==> config.mk <==
export PLATFORM = sky130hd
export DESIGN_NAME = text_paragraph_splitter
export DESIGN_NICKNAME = d
export VERILOG_FILES = /design/src/hw/rtl/tps_pkg.sv /design/src/hw/rtl/tps_rfifo.sv /design/src/hw/rtl/text_paragraph_splitter.sv
export SDC_FILE = /design/constraint.sdc
export NUM_CORES = 1
export LEC_CHECK = 0
export BUFFER_PORTS_ARGS = -buffer_cell sky130_fd_sc_hd__clkbuf_2
export CAP_MARGIN = 20
export CELL_PAD_IN_SITES_DETAIL_PLACEMENT = 1
export CELL_PAD_IN_SITES_GLOBAL_PLACEMENT = 1
export CORE_MARGIN = 2
export CORE_UTILIZATION = 30
export CTS_BUF_LIST = sky130_fd_sc_hd__clkbuf_2
export CTS_CLUSTER_SIZE = 16
export DETAILED_ROUTE_END_ITERATION = 8
export PLACE_DENSITY_LB_ADDON = 0.2
export SYNTH_ARGS = -nofsm -noshare
export SYNTH_HDL_FRONTEND = slang
export SYNTH_SLANG_ARGS = --single-unit
==> constraint.sdc <==
create_clock -name clk -period 11.8 [get_ports clk]
set_input_delay 1.18 -clock clk [delete_from_list [all_inputs] [get_ports clk]]
set_output_delay 1.18 -clock clk [all_outputs]
set_load 0.1 [all_outputs]
==> src/hw/rtl/tps_pkg.sv <==
// ----------------------------------------------------------------------------
// tps_pkg
// shared types, constants and the collapsed-text step for the paragraph splitter
// ----------------------------------------------------------------------------
package tps_pkg;

	localparam int RAW_W = 13;
	localparam logic [RAW_W-1:0] MAX_PARA_BYTES = 13'd4096;

	localparam logic [15:0] PAT_CRLF = 16'h0d0a;
	localparam logic [15:0] PAT_CRCR = 16'h0d0d;
	localparam logic [15:0] PAT_LFLF = 16'h0a0a;
	localparam logic [7:0] SOFT_HYPHEN = 8'hAD;
	localparam logic [7:0] BLANK_TOP = 8'd32;

	localparam int CFG_IDX_W = 2;
	localparam logic [CFG_IDX_W-1:0] REG_SEP_MASK = 2'd0;
	localparam logic [CFG_IDX_W-1:0] REG_SEP_MATCH = 2'd1;
	localparam logic [31:0] SEP_MASK_RST = 32'h0000_00FF;
	localparam logic [31:0] SEP_MATCH_RST = 32'h0000_000A;

	localparam int FIFO_DEPTH = 4;
	localparam int FIFO_AW = 2;
	localparam int FIFO_CW = 3;

	typedef struct packed {
		logic [31:0] para_offset;
		logic [RAW_W-1:0] raw_length;
		logic [31:0] text_start;
		logic is_end_marker;
		logic last;
	} result_t;

	typedef struct packed {
		logic push0;
		logic push1;
		logic pop;
	} fifo_ctl_t;

	typedef struct packed {
		logic [RAW_W-1:0] len;
		logic word_seen;
		logic blank_pending;
		logic inside_word;
	} text_state_t;

	function automatic text_state_t feed_text(text_state_t s, logic [7:0] c);
		text_state_t n;
		logic blank;
		logic space;
		n = s;
		blank = (c <= BLANK_TOP);
		space = blank || (c == SOFT_HYPHEN);
		if (!s.word_seen) begin
			if (!space) begin
				n.word_seen = 1'b1;
				n.inside_word = 1'b1;
				n.len = s.len + 13'd1;
			end
		end else if (s.inside_word) begin
			if (blank) begin
				n.inside_word = 1'b0;
				n.blank_pending = 1'b1;
			end else if (c != SOFT_HYPHEN) begin
				n.len = s.len + 13'd1;
			end
		end else if (!space) begin
			n.len = s.len + 13'd2;
			n.inside_word = 1'b1;
			n.blank_pending = 1'b0;
		end
		return n;
	endfunction

endpackage

==> src/hw/rtl/tps_rfifo.sv <==
// ----------------------------------------------------------------------------
// tps_rfifo
// four-entry result queue, takes one or two results per cycle, gives one
// ----------------------------------------------------------------------------
module tps_rfifo (
	input  logic clk,
	input  logic arst_n,
	input  tps_pkg::fifo_ctl_t ctl,
	input  tps_pkg::result_t wdata0,
	input  tps_pkg::result_t wdata1,
	output tps_pkg::result_t rdata,
	output logic [tps_pkg::FIFO_CW-1:0] count,
	output logic not_empty
);

	tps_pkg::result_t mem_q [tps_pkg::FIFO_DEPTH];
	logic [tps_pkg::FIFO_AW-1:0] wr_q;
	logic [tps_pkg::FIFO_AW-1:0] rd_q;
	logic [tps_pkg::FIFO_CW-1:0] count_q;
	logic [tps_pkg::FIFO_AW-1:0] wr_next;
	logic [tps_pkg::FIFO_CW-1:0] n_push;

	assign wr_next = wr_q + {{(tps_pkg::FIFO_AW-1){1'b0}}, 1'b1};
	assign n_push = {{(tps_pkg::FIFO_CW-1){1'b0}}, ctl.push0}
		+ {{(tps_pkg::FIFO_CW-1){1'b0}}, ctl.push1};

	always_ff @(posedge clk) begin
		if (ctl.push0) begin
			mem_q[wr_q] <= wdata0;
		end
		if (ctl.push1) begin
			mem_q[wr_next] <= wdata1;
		end
	end

	always_ff @(posedge clk or negedge arst_n) begin
		if (!arst_n) begin
			wr_q <= '0;
			rd_q <= '0;
			count_q <= '0;
		end else begin
			wr_q <= wr_q + n_push[tps_pkg::FIFO_AW-1:0];
			if (ctl.pop) begin
				rd_q <= rd_q + {{(tps_pkg::FIFO_AW-1){1'b0}}, 1'b1};
			end
			count_q <= count_q + n_push - {{(tps_pkg::FIFO_CW-1){1'b0}}, ctl.pop};
		end
	end

	assign rdata = mem_q[rd_q];
	assign count = count_q;
	assign not_empty = (count_q != '0);

`ifndef SYNTHESIS
	a_pair_order: assert property (@(posedge clk) disable iff (!arst_n)
		ctl.push1 |-> ctl.push0)
		else $error("second result pushed without the first");
	a_room_pair: assert property (@(posedge clk) disable iff (!arst_n)
		ctl.push1 |-> (count_q <= 3'd2))
		else $error("result pair pushed without room");
	a_no_overflow: assert property (@(posedge clk) disable iff (!arst_n)
		count_q <= 3'd4)
		else $error("result queue overflow");
	a_pop_nonempty: assert property (@(posedge clk) disable iff (!arst_n)
		ctl.pop |-> (count_q != 3'd0))
		else $error("pop from empty result queue");
	a_count_step: assert property (@(posedge clk) disable iff (!arst_n)
		(ctl.push0 && !ctl.push1 && !ctl.pop) |=> (count_q == $past(count_q) + 3'd1))
		else $error("queue count did not follow a single push");
`endif

endmodule

==> src/hw/rtl/text_paragraph_splitter.sv <==
// ----------------------------------------------------------------------------
// text_paragraph_splitter
// splits a byte stream of single-byte text into paragraph records
// ----------------------------------------------------------------------------
// usage
//   input channel: in_valid / in_stall, one text byte or an end-of-stream flag
//     per transfer; one transfer per cycle is taken while results drain
//   output channel: out_valid / out_stall, one paragraph record per transfer
//   config channel: cfg_valid / cfg_ready (always ready), cfg_index selects
//     sep_mask (0) or sep_match (1); other indexes are dropped
// path: an accepted input is held in the input register, its results are then
//   written into the four-entry result queue and transfer from its head
// throughput: one byte per cycle while in_stall is low; an end-of-stream transfer
//   yields two records (last paragraph and end marker) that leave one after the other
// the input register advances while empty or while the result queue has at least
//   two free entries, so a stalled receiver backs up into in_stall
// reset: all counters and the byte history clear, sep_mask = 0xFF,
//   sep_match = 0x0A; after an end marker the stream state clears again and
//   offsets restart at 0
// ----------------------------------------------------------------------------
module text_paragraph_splitter (
	input  logic clk,
	input  logic arst_n,
	input  logic cfg_valid,
	output logic cfg_ready,
	input  logic [tps_pkg::CFG_IDX_W-1:0] cfg_index,
	input  logic [31:0] cfg_data,
	input  logic in_valid,
	output logic in_stall,
	input  logic [7:0] data_byte,
	input  logic end_of_stream,
	output logic out_valid,
	input  logic out_stall,
	output logic [31:0] para_offset,
	output logic [tps_pkg::RAW_W-1:0] raw_length,
	output logic [31:0] text_start,
	output logic is_end_marker,
	output logic last
);

	logic [31:0] sep_mask_q;
	logic [31:0] sep_match_q;

	logic valid_s1;
	logic [7:0] byte_s1;
	logic eos_s1;

	logic [31:0] history_q;
	logic [tps_pkg::RAW_W-1:0] raw_count_q;
	logic [31:0] start_q;
	logic [31:0] position_q;
	logic [31:0] total_q;
	tps_pkg::text_state_t text_q;

	tps_pkg::fifo_ctl_t fctl;
	tps_pkg::result_t res0;
	tps_pkg::result_t res1;
	tps_pkg::result_t head;
	logic [tps_pkg::FIFO_CW-1:0] fcount;
	logic fnot_empty;

	logic advance;
	logic work;
	logic [31:0] hist_new;
	logic is_full;
	logic is_sep;
	logic cut;
	tps_pkg::text_state_t text_fed;
	tps_pkg::text_state_t text_fresh;

	// config
	assign cfg_ready = 1'b1;

	always_ff @(posedge clk or negedge arst_n) begin
		if (!arst_n) begin
			sep_mask_q <= tps_pkg::SEP_MASK_RST;
			sep_match_q <= tps_pkg::SEP_MATCH_RST;
		end else if (cfg_valid && cfg_ready) begin
			case (cfg_index)
				tps_pkg::REG_SEP_MASK: sep_mask_q <= cfg_data;
				tps_pkg::REG_SEP_MATCH: sep_match_q <= cfg_data;
				default: ;
			endcase
		end
	end

	// input register
	assign advance = !valid_s1 || (fcount <= 3'd2);
	assign in_stall = !advance;
	assign work = valid_s1 && advance;

	always_ff @(posedge clk or negedge arst_n) begin
		if (!arst_n) begin
			valid_s1 <= 1'b0;
		end else if (advance) begin
			valid_s1 <= in_valid;
		end
	end

	always_ff @(posedge clk) begin
		if (advance && in_valid) begin
			byte_s1 <= data_byte;
			eos_s1 <= end_of_stream;
		end
	end

	// separator and overflow detection
	assign hist_new = {history_q[23:0], byte_s1};
	assign is_full = (raw_count_q >= tps_pkg::MAX_PARA_BYTES);
	assign is_sep = (hist_new[15:0] == tps_pkg::PAT_CRLF)
		|| (hist_new[15:0] == tps_pkg::PAT_CRCR)
		|| (hist_new[15:0] == tps_pkg::PAT_LFLF)
		|| ((hist_new & sep_mask_q) == sep_match_q);
	assign cut = is_full || is_sep;

	assign text_fed = tps_pkg::feed_text(text_q, byte_s1);
	assign text_fresh = tps_pkg::feed_text('0, byte_s1);

	// result records
	always_comb begin
		res0.para_offset = start_q;
		res0.raw_length = raw_count_q;
		res0.text_start = total_q;
		res0.is_end_marker = 1'b0;
		res0.last = !eos_s1;
		res1.para_offset = '0;
		res1.raw_length = '0;
		res1.text_start = total_q + {19'd0, text_q.len};
		res1.is_end_marker = 1'b1;
		res1.last = 1'b1;
		fctl.push0 = work && (eos_s1 || cut);
		fctl.push1 = work && eos_s1;
		fctl.pop = fnot_empty && !out_stall;
	end

	// stream state
	always_ff @(posedge clk or negedge arst_n) begin
		if (!arst_n) begin
			history_q <= '0;
			raw_count_q <= '0;
			start_q <= '0;
			position_q <= '0;
			total_q <= '0;
			text_q <= '0;
		end else if (work) begin
			if (eos_s1) begin
				history_q <= '0;
				raw_count_q <= '0;
				start_q <= '0;
				position_q <= '0;
				total_q <= '0;
				text_q <= '0;
			end else begin
				history_q <= hist_new;
				position_q <= position_q + 32'd1;
				if (cut) begin
					total_q <= total_q + {19'd0, text_q.len};
					if (is_full) begin
						start_q <= position_q;
						raw_count_q <= 13'd1;
						text_q <= text_fresh;
					end else begin
						start_q <= position_q + 32'd1;
						raw_count_q <= '0;
						text_q <= '0;
					end
				end else begin
					raw_count_q <= raw_count_q + 13'd1;
					text_q <= text_fed;
				end
			end
		end
	end

	tps_rfifo u_rfifo (
		.clk(clk),
		.arst_n(arst_n),
		.ctl(fctl),
		.wdata0(res0),
		.wdata1(res1),
		.rdata(head),
		.count(fcount),
		.not_empty(fnot_empty)
	);

	assign out_valid = fnot_empty;
	assign para_offset = head.para_offset;
	assign raw_length = head.raw_length;
	assign text_start = head.text_start;
	assign is_end_marker = head.is_end_marker;
	assign last = head.last;

`ifndef SYNTHESIS
	a_raw_bound: assert property (@(posedge clk) disable iff (!arst_n)
		raw_count_q <= tps_pkg::MAX_PARA_BYTES)
		else $error("paragraph byte count beyond limit");
	a_text_bound: assert property (@(posedge clk) disable iff (!arst_n)
		text_q.len <= raw_count_q)
		else $error("collapsed length exceeds raw length");
	a_eos_clears: assert property (@(posedge clk) disable iff (!arst_n)
		(work && eos_s1) |=> (position_q == 32'd0 && total_q == 32'd0))
		else $error("stream state not cleared after end marker");
`endif

endmodule
### Word-level counts from Yosys, hierarchy flattened

Memory sizes are Yosys's and may differ from the RTL's.
Cells that the tools add are included.

* add/subtract/negate cells: 11
* order comparisons: 3
* eq/ne operators: 11
* mux-type cells: 32
* bitwise gates (word level): 1
* reduce and logical (&&, ||, !) cells: 24

Operators with widths (number)
* 2-to-1 mux 32 bit: 6
* 2-to-1 mux 13 bit: 7
* equality test 16 x 12 -> 1 bit, second input constant: 3
* 2-to-1 mux 16 bit: 3
* adder 32 x 1 -> 32 bit, second input constant: 1
* adder 32 x 13 -> 32 bit: 1
* bitwise AND 32 bit: 1
* equality test 32 bit: 1
* adder 13 x 1 -> 13 bit, second input constant: 2
* 2-to-1 mux 24 bit: 1
* 2-to-1 mux 14 bit: 1
* adder 13 x 2 -> 13 bit, second input constant: 1
* greater-or-equal comparator 13 bit, second input constant: 1
* 2-to-1 mux 1 bit: 10
* equality test 8 bit, second input constant: 1
* less-or-equal comparator 8 x 6 -> 1 bit, second input constant: 1
* 2-to-1 mux 2 bit: 4
* != test 4 bit, second input constant: 2
* != test 8 bit, second input constant: 1
* AND reduction 2 bit: 4
* logical OR 1 bit: 7
* logical AND 1 bit: 5
* != test 5 x 3 -> 1 bit, second input constant: 1
* != test 5 bit, second input constant: 1
* other kinds (12): 16

* flip-flop bits (word level): 229
* memory bits (writable): 316
* output and inout port bits: 82
* logic and storage cells: 99
* memories kept: 1

Memories
* u_rfifo.mem_q: depth 4, width 79, rd ports 1, clocked after memory_dff 0, write ports 2, line tps_rfifo.sv:16 `tps_pkg::result_t mem_q [tps_pkg::FIFO_DEPTH];`

### Depth between registers and ports, before layout

Gate-level depths: netlist (run 1).

* word-level depth: 10
* gate-level depth with buffers: 15
* mapped depth without buffers: 11

### By module

Synthesis (run 1) repeated with hierarchy kept, for this count alone.

* cell total of the unflattened synthesis: 1972
* area total of the unflattened synthesis: 27213.6 µm²

By module, submodules not included
* tps_rfifo: instances 1, cells each 801, area an instance 15499.9 µm², sequential area each 9664.3 µm²
* text_paragraph_splitter: instances 1, cells each 1171, area an instance 11713.7 µm², sequential area each 5612.9 µm²

### Least setup slack after synthesis (run 1)

Ideal clock, no wire load.

* kind: register to register
* from: register byte_s1[5]
* to: memory u_rfifo.mem_q[1][10] (netlist bit) (enable)
* setup time: 0.466 ns
* arrival time: 4.110 ns
* slack: 7.224 ns
* stages on the path, launching flop included: 7
* buffers on the path: 1
* period minus slack after synthesis: 4.576 ns
* cells stage by stage: edfxtp_1 or4b_1 nor4_2 or3_1 buf_2 nor2_2 o21ai_0

RTL lines
* start: declaration: line text_paragraph_splitter.sv:45 `logic [7:0] byte_s1;`
* start signal: assignment: line text_paragraph_splitter.sv:102 `byte_s1 <= data_byte;`
* end: declaration: line tps_rfifo.sv:16

### Worst setup path after layout (run 1)

* from: register u_rfifo.rd_q[1] (netlist bit)
* to: output port text_start[2]

* cells in the longest elaborated chain, start to end: 1

Ends and longest elaborated chain
* start: declaration: line tps_rfifo.sv:18 `logic [tps_pkg::FIFO_AW-1:0] rd_q;`
* start signal: assignment: line tps_rfifo.sv:44 `rd_q <= rd_q + {{(tps_pkg::FIFO_AW-1){1'b0}}, 1'b1};`
* memory read (4 x 79 bit)
* end: declaration: line text_paragraph_splitter.sv:36 `output logic [31:0] text_start,`

No other way between the ends.

==> results of run 1 <==
## timing repair
action                                  4_1_cts  5_1_grt
buffers inserted                              0        0
endpoints found under the setup margin        0        0
resized for setup                             0        0
endpoints found under the hold margin       159        0
hold buffers                                 42        0
## Yosys cell counts (all sizes together), types with 7 or more instances
| library cell | count |
|---|---|
| a21o | 18 |
| inv | 29 |
| clkbuf | 141 |
| nor4 | 8 |
| o21ai | 327 |
| nand2 | 591 |
| and2 | 9 |
| dfstp | 10 |
| nor2 | 93 |
| nand4 | 22 |
| nand3b | 27 |
| nand2b | 9 |
| mux4 | 79 |
| ha | 22 |
| a211oi | 12 |
| o22a | 9 |
| o22ai | 9 |
| a21boi | 11 |
| nand3 | 53 |
| mux2 | 66 |
| a31oi | 39 |
| xnor2 | 38 |
| o21bai | 7 |
| edfxtp | 137 |
| nor3 | 33 |
| xor2 | 25 |
| a21oi | 116 |
| buf | 70 |
| o31ai | 24 |
| dfxtp | 188 |
| dfrtp | 210 |
| and3 | 28 |
| mux2i | 15 |
| and3b | 9 |
| a22o | 68 |
## placed cells by master, fill, tap and decap left out, types with 15 or more instances in the layout
cell             n
nand2_1        589
clkbuf_2       386
o21ai_0        256
dfrtp_1        207
dfxtp_1        188
edfxtp_1       137
a21oi_1        114
nor2_1          91
mux4_2          79
a22o_1          68
o21ai_1         67
mux2_2          66
nand3_1         51
dlygate4sd3_1   42
a31oi_1         39
xnor2_1         38
buf_4           36
nor3_1          31
inv_1           28
and3_1          28
nand3b_1        27
xor2_1          25
o31ai_1         23
nand4_1         22
ha_1            22
clkinv_1        21
a21o_1          17
mux2i_1         15
## critical path, stage by stage (launching register included)
cell and delay (ps):
dfrtp_4 780, buf_4 780, mux4_2 460, clkbuf_2 490
## power by group
part           leakage, nW  internal [W]  switching, W
combinational         4.67      0.000504       0.00151
clock                 1.20      0.000666      0.000879
sequential            5.65       0.00215      0.000215
total                 11.5       0.00332       0.00260
## cell families after synthesis
family                   Yosys count  share of synthesized area [%]
adder cells (fa/ha/maj)           24                           1.21
other                              1                         0.0144
AO/OA/AOI/OAI                    666                           15.4
AND/OR/NAND/NOR                  909                           15.3
multiplexers                     160                           10.3
XOR/XNOR                          63                           2.12
buffers and inverters            240                           4.28
flip-flops                       545                           51.4
## how the worst max path moves through the flow
stage | startpoint | endpoint | cells after the start
6_report | u_rfifo.rd_q[1] | text_start[2] | 3
5_1_grt | u_rfifo.rd_q[0] | raw_length[0] | 3
4_1_cts | u_rfifo.rd_q[0] | text_start[14] | 3
3_5_place_dp | history_q[3] | u_rfifo.mem_q[0][26] | 8
3_3_place_gp | history_q[5] | u_rfifo.mem_q[0][31] | 8
2_1_floorplan | byte_s1[5] | u_rfifo.mem_q[1][10] | 6
## registers in the layout, indices dropped and copies added (netlist names), 2 cells and up
name / count
u_rfifo.wr_q: 2
u_rfifo.mem_q: 316
byte_s1: 8
total_q: 32
u_rfifo.count: 3
raw_count_q: 13
history_q: 24
u_rfifo.rd_q: 2
start_q: 32
sep_match_q: 32
position_q: 32
text_q: 15
sep_mask_q: 32
## final cells by class
cell class	instances	area, µm²	share of cell area (%)
Sequential cell	545	13400	45.4
Multi-Input combinational cell	1823	11600	39.4
Tap cell	1155	1450	4.89
Timing Repair Buffer	207	1370	4.64
Clock buffer	259	1300	4.39
Clock inverter	36	267	0.902
Inverter	29	109	0.369
Antenna cell	1	2.50	0.00847
## layer usage
metal / routed length (µm) / vias up / share of wire, %
li1: - / 9698 / -
met1: 37800 / 10700 / 45
met2: 41100 / 400 / 49
met3: 3410 / 125 / 4.1
met4: 1750 / 0 / 2.1
met5: 0 / - / 0
## through the flow
| stage | utilization [%] | instances | area [µm²] | hold slack [ps] | setup WS (ps) |
|---|---|---|---|---|---|
| after floorplan | - | 2608 | 26100 | 419 | 7220 |
| after global placement | 31.8 | 3716 | 27500 | 433 | 7100 |
| after detailed placement | 31.8 | 3716 | 27500 | 442 | 6970 |
| after global routing | 34.1 | 4055 | 29500 | 111 | 6400 |
| after CTS | 34.1 | 4053 | 29500 | 17.4 | 6410 |
| final | 34.1 | 4055 | 29500 | 229 | 6700 |
==> metrics.md, run 1 <==
| Metric | Value |
|---|---|
| Status | complete, no violations |
| RSZ-0062 raised after global routing | false |
| Share of layout cells above drive strength 1 | 21.7% |
| # setup viols final | 0 |
| Fin. Hold Viols | 0 |
| Post-Route WL | 84.1 mm |
| FF+latch count, synth | 545 |
| M3 GR Usage | 3.73% |
| WP data required | roughly 11000 ps |
| Fin nets | 2835 |
| Crit path launch type | flip-flop |
| Max_cap viols | 0 |
| Critical path type | reg2out |
| Worst reg2reg setup slack | ~6900 ps |
| Asr flop ratio synth | 40.4% |
| Min Tclk post-route | between 5000 and 6000 ps |
| I/O Pins | 130 |
| Slew headroom | 25.4% |
| Gr usage total | 19.0% |
| Mapped cell area | 0.0261 mm² |
| Die Wd | 299 µm |
| Vias after detailed routing | 20900 |
| Area of the core | 0.0865 mm² |
| DR WL/cell | 20.8 µm |
| Post-synth top area cell | dfrtp_1 |
| CTS Root Cell | clkbuf_2 |
| Setup TNS | 0 ps |
| Min-Delay Path Class | in2reg |
| CP arrival | about 3900 ps |
| Pwr Total | 0.00592 W |
| Grt peak-use layer | met2 |
| Synth area leaders | dfrtp_1 (20%), edfxtp_1 (16%), dfxtp_1 (14%) |
| Post-synth top flop | dfrtp_1 |
| Syn Nets | 2680 |
| Htree depth | 4 |
| Fin Clk Skew | between 100 and 150 ps |
| Netlist cell types | 77 |
| Worst slew pin tran | ~1100 ps |
| Initial core utilization | 30.1% |
| Reg2Reg Depth | 8 |
| Row Count | ~110 |
| GRT met2 Usage | 32.0% |
| Reg-to-Reg Start | byte_s1[1] |
| Vias per inst | approximately 5 |
| GRT overflow | 0 |
| Initial antenna violation count | 1 |
| Post-DP HPWL | 51.2 mm |
| Number of global-route vias before repair | ~23000 |
| Longest Clk Path Bufs | 3 |
| Maximum vdd drop | a little under 0.2 mV |
| Drt drc | 0 |
| Drt initial violations | 950 |
| Period utilization | 43.3% |
| Full die area | 0.0893 mm² |
| Met1 Use GR | 24.4% |
| Fmax | 0.196 GHz |
| First-pass GRT wire length | around 130 mm |
| Post-synthesis sequential area ratio | 51.4% |
| Die H | 299 µm |
| Pre-Repair DR Iteration Count | 5 |
| Critical Path Sink Type | output port |
| Largest net degree at the start of global routing | 93 |
| Post-DRT Antenna Nets | 0 |
| Hold path cells | 3 |
| Hold Path End | u_rfifo.rd_q[0] |
| Clock tree sinks | 545 |
| Pwr dens | around 200 mW/mm² |
| Yosys warning count | 0 |
| Reg2reg end | u_rfifo.mem_q[2][24] |
| CTS tree | yes |
| Worst-path clk slew | 90 ps |
| Synth Instances | 2608 |
| Placer Congestion | approximately 0.76 |
| CTS Buf Count | 157 |
| CP Max Fanout | just over 50 |
| Port bufs | around 130 |
| Hold path startpoint | out_stall |
| Fill cells | 9964 |
| Area delta synth->final | 13.3% |
| Clk_lat worst skew | 1350 ps |
| Yosys top cell area share | 20.2% |
| Post-synth EDFFs | 137 |
| Pleak | 11.5 nW |
| Synthesized area per cell | 10.0 µm² |
| Slew Viols, Final | 0 |
Power figures use the tool's default switching activity.
==> run 2: changes to the inputs <==
Clock period 11.8 ns to 4.5 ns, I/O delays scaled along.
==> run 2 against run 1 <==
Final area is 2.4% higher. Critical path depth unchanged. Global-route usage grew 0.14 points. Largest power group unchanged. Final cell count grew 1.8%. Sequential share of layout area decreased by 1.0 points. Clock-buffer cell count is 13 lower. Die area stayed put. Combinational power grew to 2.6 times the previous value.
==> metrics.md, run 2 (synthesis results as in run 1) <==
| Metric | Value |
|---|---|
| Status | complete, no violations |
| Period utilization | 93.8% |
| Drt drc | 0 |
| Worst slew pin tran | 932 ps |
| I/O Pins | 130 |
| Crit path launch type | flip-flop |
| Met1 Use GR | 24.7% |
| CTS Root Cell | clkbuf_2 |
| Min Tclk post-route | 4220 ps |
| Max reg flops | 316 |
| Clk_lat worst skew | 1420 ps |
| Setup TNS | 0 ps |
| M3 GR Usage | under 10% |
| Reg2Reg Depth | 10 |
| Share of layout cells above drive strength 1 | 21.3% |
| Initial antenna violation count | 2 |
| Post-Route WL | 85.5 mm |
| GRT met2 Usage | between 30% and 40% |
| Hold path startpoint | in_valid |
| Slew Viols, Final | 0 |
| Hold Buf Count CTS | 98 |
| CTS Buf Count | 160 |
| Post-DP HPWL | 51.9 mm |
| Pre-CTS WS | 760 ps |
| Port bufs | 128 |
| Worst reg2reg setup slack | around 700 ps |
| Fin nets | 2908 |
| CTS tree | yes |
| Fin Clk Skew | ~170 ps |
| RSZ-0062 raised after global routing | false |
| Drt initial violations | roughly 1100 |
| Area delta synth->final | 15.9% |
| Largest net degree at the start of global routing | 90 |
| Critical path type | reg2out |
| GRT overflow | 0 |
| Gr usage total | around a fifth |
| Final setup margin | ~280 ps |
| Reg-to-Reg Start | sep_match_q[1] |
| Critical Path End | raw_length[2] |
| Number of global-route vias before repair | 22800 |
| Fin. Hold Viols | 0 |
| CP Launch Point | u_rfifo.rd_q[0] |
| Full die area | 0.0893 mm² |
| Slew headroom | about 38% |
| Pleak | 11.8 nW |
| Pwr dens | 513 mW/mm² |
| Max_cap viols | 0 |
| Critical Path Sink Type | output port |
| Grt peak-use layer | met2 |
| WP data required | between 4000 and 5000 ps |
| Vias after detailed routing | 21200 |
| CP Max Fanout | 32 |
| DR WL/cell | 20.7 µm |
| Setup Fix Bufs, Post-CTS | 0 |
| Pre-Repair DR Iteration Count | 5 |
| Post-DRT Antenna Nets | 0 |
| Min-Delay Path Class | in2reg |
| Commonest non-fill, non-tap cell in the layout | nand2_1 |
| Row Count | around 110 |
| # resized after CTS | 0 |
| Area of the core | 0.0865 mm² |
| First-pass GRT wire length | ~130 mm |
| Placer Congestion | 0.773 |
| Fill cells | 9947 |
| Die Wd | around 300 µm |
| Initial core utilization | 30.1% |
| Htree depth | 4 |
| Fmax | around 0.24 GHz |
| Reg2reg end | u_rfifo.wr_q[1] |
| Critical path's slowest cell | dfrtp_4 |
| Cell Chain, Critical Path | buf_4 -> mux4_2 -> clkbuf_2 |
| # setup viols final | 0 |
| Vias per inst | 5.15 |
| Clock tree sinks | 545 |
| Longest Clk Path Bufs | 3 |
| CP arrival | roughly 3800 ps |
| Slowest cell delay on critical path | 980 ps |
| Die H | between 200 and 300 µm |
| Largest register by flop count | u_rfifo.mem_q |
| Worst-path clk slew | 130 ps |
| Most frequent cells in the layout | nand2_1 (589), clkbuf_2 (373), o21ai_0 (256), dfrtp_1 (207), dfxtp_1 (188) |
| Maximum vdd drop | 0.406 mV |
[run 2: changes by cell type in the layout (fill, tap and decap cells not counted), moves of 6 or more]
cell	previous run	this run
clkinv_2	0	6
clkbuf_2	386	373
clkinv_1	21	28
dlygate4sd3_1	42	97
buf_12	0	8
buf_4	36	43
[run 2: area by class of cell]
| type | count | area (µm²) | share of cell area (%) |
|---|---|---|---|
| Clock buffer | 246 | 1230 | 4.07 |
| Inverter | 29 | 109 | 0.360 |
| Sequential cell | 545 | 13400 | 44.3 |
| Clock inverter | 47 | 256 | 0.849 |
| Tap cell | 1155 | 1450 | 4.78 |
| Antenna cell | 4 | 10.0 | 0.0331 |
| Multi-Input combinational cell | 1823 | 11600 | 38.5 |
| Timing Repair Buffer | 277 | 2130 | 7.05 |
[run 2: how the worst min path moves through the flow]
stage,to,slack [ps],cells after the start
final,eos_s1,220,3
after CTS,eos_s1,30,3
after detailed placement,u_rfifo.mem_q[0][63],440,2
after global placement,u_rfifo.mem_q[0][46],430,2
after floorplan,history_q[0],150,0
after global routing,byte_s1[2],100,3
[run 2: critical path: cells and delay by family, from the launching register on]
kind / cells / cell delay [ps]
DFF: 1 / 980
buffers and inverters: 2 / 830
muxes: 1 / 600
[run 2: layer usage]
| metal | up-vias | part of all wire (%) |
|---|---|---|
| met5 | - | 0 |
| met4 | 0 | 2.0 |
| met3 | 129 | 3.9 |
| met2 | 411 | 49 |
| met1 | 10800 | 45 |
| li1 | 9852 | - |
[run 2: stage by stage]
stage	utilization [%]	hold slack (ps)	std cells	power [W]	area, µm²
global placement	32.1	432	3731	0.0117	27700
floorplan	-	154	2608	0.0102	26100
finish	34.9	217	4126	0.0155	30200
detailed placement	32.1	442	3731	0.0117	27700
global route	34.9	99.7	4126	0.0164	30200
CTS	34.9	29.1	4122	0.0158	30200
[run 2: where the power goes]
part           internal, W  switching (W)
registers          0.00564       0.000689
clock network      0.00154        0.00232
logic              0.00142        0.00390
